## src/sv/spc_pkg.sv

```systemverilog
// spc_pkg: shared types and fixed field widths for subsequence_product_count.
// No dependencies; imported by spc_div and subsequence_product_count.
`default_nettype none

package spc_pkg;

	localparam int VALUE_W = 16;
	localparam int BOUND_W = 10;
	localparam int OUT_W   = 32;

	typedef enum logic [2:0] {
		ST_CLEAR,
		ST_IDLE,
		ST_DIV,
		ST_WALK,
		ST_DRAIN,
		ST_FINISH,
		ST_OUTPUT
	} state_t;

endpackage

`default_nettype wire

```

## src/sv/spc_div.sv

```systemverilog
// spc_div: restoring divider, one quotient bit per cycle.
// Uses spc_pkg for the divisor width.
`default_nettype none

module spc_div #(
	parameter int QW = 10
) (
	input  wire logic                        clk,
	input  wire logic                        arst_n,
	input  wire logic                        go,
	input  wire logic [QW-1:0]               dividend,
	input  wire logic [spc_pkg::VALUE_W-1:0] divisor,
	output logic                             done,
	output logic      [QW-1:0]               quotient,
	output logic      [spc_pkg::VALUE_W-1:0] remainder
);

	import spc_pkg::*;

	localparam int CNW = $clog2(QW + 1);

	logic              run_q;
	logic [CNW-1:0]    cnt_q;
	logic [QW-1:0]     dvd_q;
	logic [QW-1:0]     quo_q;
	logic [VALUE_W-1:0] rem_q;
	logic [VALUE_W:0]  trial;
	logic              fits;

	assign trial = {rem_q, dvd_q[QW-1]};
	assign fits  = trial >= {1'b0, divisor};

	always_ff @(posedge clk or negedge arst_n) begin
		if (!arst_n) begin
			run_q <= 1'b0;
			cnt_q <= '0;
		end else if (go) begin
			run_q <= 1'b1;
			cnt_q <= CNW'(QW);
		end else if (run_q) begin
			if (cnt_q == '0) begin
				run_q <= 1'b0;
			end else begin
				cnt_q <= cnt_q - 1'b1;
			end
		end
	end

	always_ff @(posedge clk) begin
		if (go) begin
			dvd_q <= dividend;
			quo_q <= '0;
			rem_q <= '0;
		end else if (run_q && cnt_q != '0) begin
			dvd_q <= QW'({dvd_q, 1'b0});
			quo_q <= QW'({quo_q, fits});
			rem_q <= fits ? VALUE_W'(trial - {1'b0, divisor}) : VALUE_W'(trial);
		end
	end

	assign done      = run_q && cnt_q == '0;
	assign quotient  = quo_q;
	assign remainder = rem_q;

endmodule

`default_nettype wire

```

## config.mk

```make
export PLATFORM = sky130hd
export DESIGN_NAME = spc_div
export DESIGN_NICKNAME = d
export VERILOG_FILES = /design/src/sv/spc_pkg.sv /design/src/sv/spc_div.sv
export SDC_FILE = /design/constraint.sdc
export NUM_CORES = 1
export LEC_CHECK = 0
export BUFFER_PORTS_ARGS = -buffer_cell sky130_fd_sc_hd__buf_2
export CAP_MARGIN = 20
export CORE_MARGIN = 2
export CORE_UTILIZATION = 54
export DETAILED_ROUTE_END_ITERATION = 8
export PLACE_DENSITY = 0.88
export SYNTH_ARGS = -nofsm -noshare
export SYNTH_HDL_FRONTEND = slang
export SYNTH_SLANG_ARGS = --single-unit
```

## constraint.sdc

```tcl
create_clock -name clk -period 2.4 [get_ports clk]
set_input_delay 0.12 -clock clk [delete_from_list [all_inputs] [get_ports clk]]
set_output_delay 0.12 -clock clk [all_outputs]
set_load 0.005 [all_outputs]
```

==> out/qor.csv <==
metric,value,unit
status,"finished, final reports clean",
CTS H-tree lvls,2,
Post-Syn Area,0.00276,sq mm
clock sinks,41,
post-route ant nets,0,
Setup Skew,0.0104,ns
Synth cell types,56,
nets@finish,436,
Yosys reg bits,41,
Worst R2R Path Depth,7,
worst-margin pin slew,0.561,ns
Die Area,0.00569,sq mm
Worst Setup SP,remainder[1],
"EDFF count, synth",10,
core area,0.00501,sq mm
setup TNS,0,ns
xor/xnor share of the synthesized area,4.45,%
largest net degree at the start of global routing,28,
Logic pwr share,56.0,%
reg-to-reg endpoint,remainder[10],
clk buf depth,2,
synthesis-to-finish area growth,22.9,%
Final min period,2.33,ns
CTS tree,done,
reg2reg start,remainder[1],
root buffer cell,clkbuf_8,
Worst Path Required,2.61,ns
sequential-to-total area share from yosys stat,34.3,%
Worst-Skew Late Latency,0.30,ns
CP peak stage delay,0.55,ns
Tightest Hold Check Type,in -> reg,
Die Wd,75.5,um
Initial Util,55.0,%
initial detailed-routing violation count,220,
wire length of the first global-routing pass,11200,um
Wirelength per Cell,15.6,um
Max Cap Viol,0,
FP Rows,26,
fillcell total,417,
Slew HR,62.6,%
layout cells sized above 1,28.7,%
syn nets,368,
VDD IR max,0.000517,V
Finish-stage setup viols,0,
simple-gate portion of the synthesized area,20.8,%
Crit Path Category,reg -> reg,
Die Y,75.5,um
Routed Wire Length,7160,um
clock power share,14.1,%
Antenna Cells,0,
total power,3510,uW
Reg2Reg Setup Slack,0.07,ns
max-slew violations,0,
Placer Congestion,0.978,
synth top area cells,"dfxtp_1 (19%), edfxtp_1 (11%), ha_1 (7.7%)",
Pre-antenna DRT Iters,4,
post-route clock period utilization,97.1,%
vias per inst,5.89,
"area leader, netlist",dfxtp_1,
RSZ-0062 raised after global routing,no,
sw frac,42.5,%
# DRC,0,
PD cells,1030,mW/mm^2
Peak Freq,429,MHz
compound-gate portion of the synthesized area,22.6,%
DR vias,2709,
DP HPWL,5280,um
"critical path, cell by cell","ha_1, nand4_1, or4_4, o21a_1, buf_4, a21o_1, o22ai_1",
Gate Count Post-Synth,321,
Setup crit end,remainder[10],
post-synth top area share,18.9,%
"CTS clk-pin slew, worst paths",0.09,ns
CTS buffer count,5,
switching pwr,1490,uW
Flop pwr share,29.9,%
largest family of logic cells by synthesized area,compound AO/OA/AOI/OAI gates,
Main synth FF type,dfxtp_1,
Worst Path Arrival,2.54,ns
Crit-path slowest cell,or4_4,
async set-reset flop share out of synthesis,12.2,%
Synth warnings,0,
Worst setup EP type,register,
P_int,2020,uW
leakage,0.00151,uW
Adder-Cell Fraction of Synth Area,8.44,%
Startpoint Class,register,
IO Port Bufs,55,
total track usage,25.5,%
initial antenna violation count,0,
CP Max Fanout,8,
syn avg cell area,8.59,sq um
vias in the first global route,2317,
Final Hold Viols,0,
gr ovfl total,0,
post-synthesis mux area share,3.68,%
io pins,56,
==> worst min path at each step <==
stage	from	endpoint	depth (start not counted)
after floorplan	arst_n	cnt_q[0]	0
after global placement	arst_n	cnt_q[3]	1
after detailed placement	arst_n	cnt_q[1]	1
after CTS	dividend[0]	dvd_q[0]	2
after global routing	dividend[0]	dvd_q[0]	2
final	dividend[0]	dvd_q[0]	2
==> final cells by class <==
type	instances	area (sq um)	share of cell area, %
Timing Repair Buffer	77	455	13.4
Multi-Input combinational cell	242	1720	50.8
Clock inverter	2	13.8	0.406
Clock buffer	6	82.6	2.44
Inverter	22	82.6	2.44
Sequential cell	41	946	27.9
Tap cell	70	87.6	2.58
==> cells in the mapped netlist (7+ instances only) <==
master     n
a21oi_1   20
xnor2_1   11
nor3_1     7
ha_1      17
edfxtp_1  10
nor2_1    26
clkbuf_1  10
mux2_2     9
nand3_1   15
o21ai_1   10
nand2_1   31
inv_1     22
a311oi_1   7
nand2b_1   7
dfxtp_1   26
==> state kept, by name, summed over array words and instances (netlist names) <==
register	cells
cnt_q	4
dvd_q	10
quotient	10
remainder	16
run_q	1
==> layer usage <==
layer	vias up	share of wire [%]	track usage [%]
met5	-	0	0
met4	0	2.4	10.9
met3	19	5.7	4.76
met2	104	47	38.6
met1	1288	45	35.5
li1	1298	-	-
==> metrics by stage <==
step	worst slack (ns)	util [%]	instance area, sq um	cells	hold WS, ns
floorplan	0.256	-	2760	321	-0.176
global placement	0.0690	64.2	3220	451	-0.0612
detailed placement	0.0851	64.2	3220	451	-0.0579
CTS	0.0548	66.3	3320	460	0.109
global route	0.0112	67.7	3390	460	0.112
finish	0.0706	67.7	3390	460	0.111
==> timing repair <==
action,CTS,global route
gates resized for setup,0,11
endpoints found under the hold margin,5,0
endpoints found under the setup margin,0,10
buffers inserted,0,0
hold buffers,1,0
==> logic make-up (layout without fill, tap and decap cells) <==
kind of cell    count (synthesis)  after routing
simple gates                  114            114
compound gates                 87             87
flops                          41             41
buf+inv                        38            107
fa+ha+maj                      18             18
xor+xnor                       14             14
mux                             9              9
==> critical path, delay by kind of cell, from the launching register on <==
family | cells | cell delay (ns)
adder cells (fa/ha/maj) | 1 | 0.40
AND/OR/NAND/NOR | 2 | 0.69
AO/OA/AOI/OAI | 3 | 0.62
flip-flops | 1 | 0.36
buffers and inverters | 1 | 0.18
==> power by group through the flow <==
| stage | clock [uW] | combinational, uW | sequential [uW] |
|---|---|---|---|
| floorplan | 0 | 1280 | 1040 |
| global placement | 0 | 1830 | 1040 |
| detailed placement | 0 | 1870 | 1050 |
| CTS | 498 | 1890 | 1040 |
| global route | 526 | 2140 | 1070 |
| finish | 493 | 1960 | 1050 |
==> cell usage in the layout (no fill, tap or decap), types with 2 or more instances in the layout <==
cell,instances
clkbuf_8,6
nand3b_1,5
dfrtp_1,5
nor3b_1,5
edfxtp_1,10
a311oi_1,7
o21a_1,3
nor2b_1,4
o31ai_1,3
o21ai_1,10
o21ai_0,6
ha_4,3
o211ai_1,6
a41oi_2,3
nand3_1,15
a211oi_2,2
nor3_1,7
o22ai_1,2
and2_1,4
nor4_1,3
nor2_1,26
xnor2_1,11
buf_4,20
buf_2,55
a21oi_1,19
xor2_1,3
dfxtp_1,26
a21oi_2,2
inv_1,22
ha_1,13
a21o_1,6
nand2b_1,7
a211oi_1,3
mux2_2,9
a31oi_1,4
nand2_1,31
No activity file was read; power rests on OpenSTA's default activity.
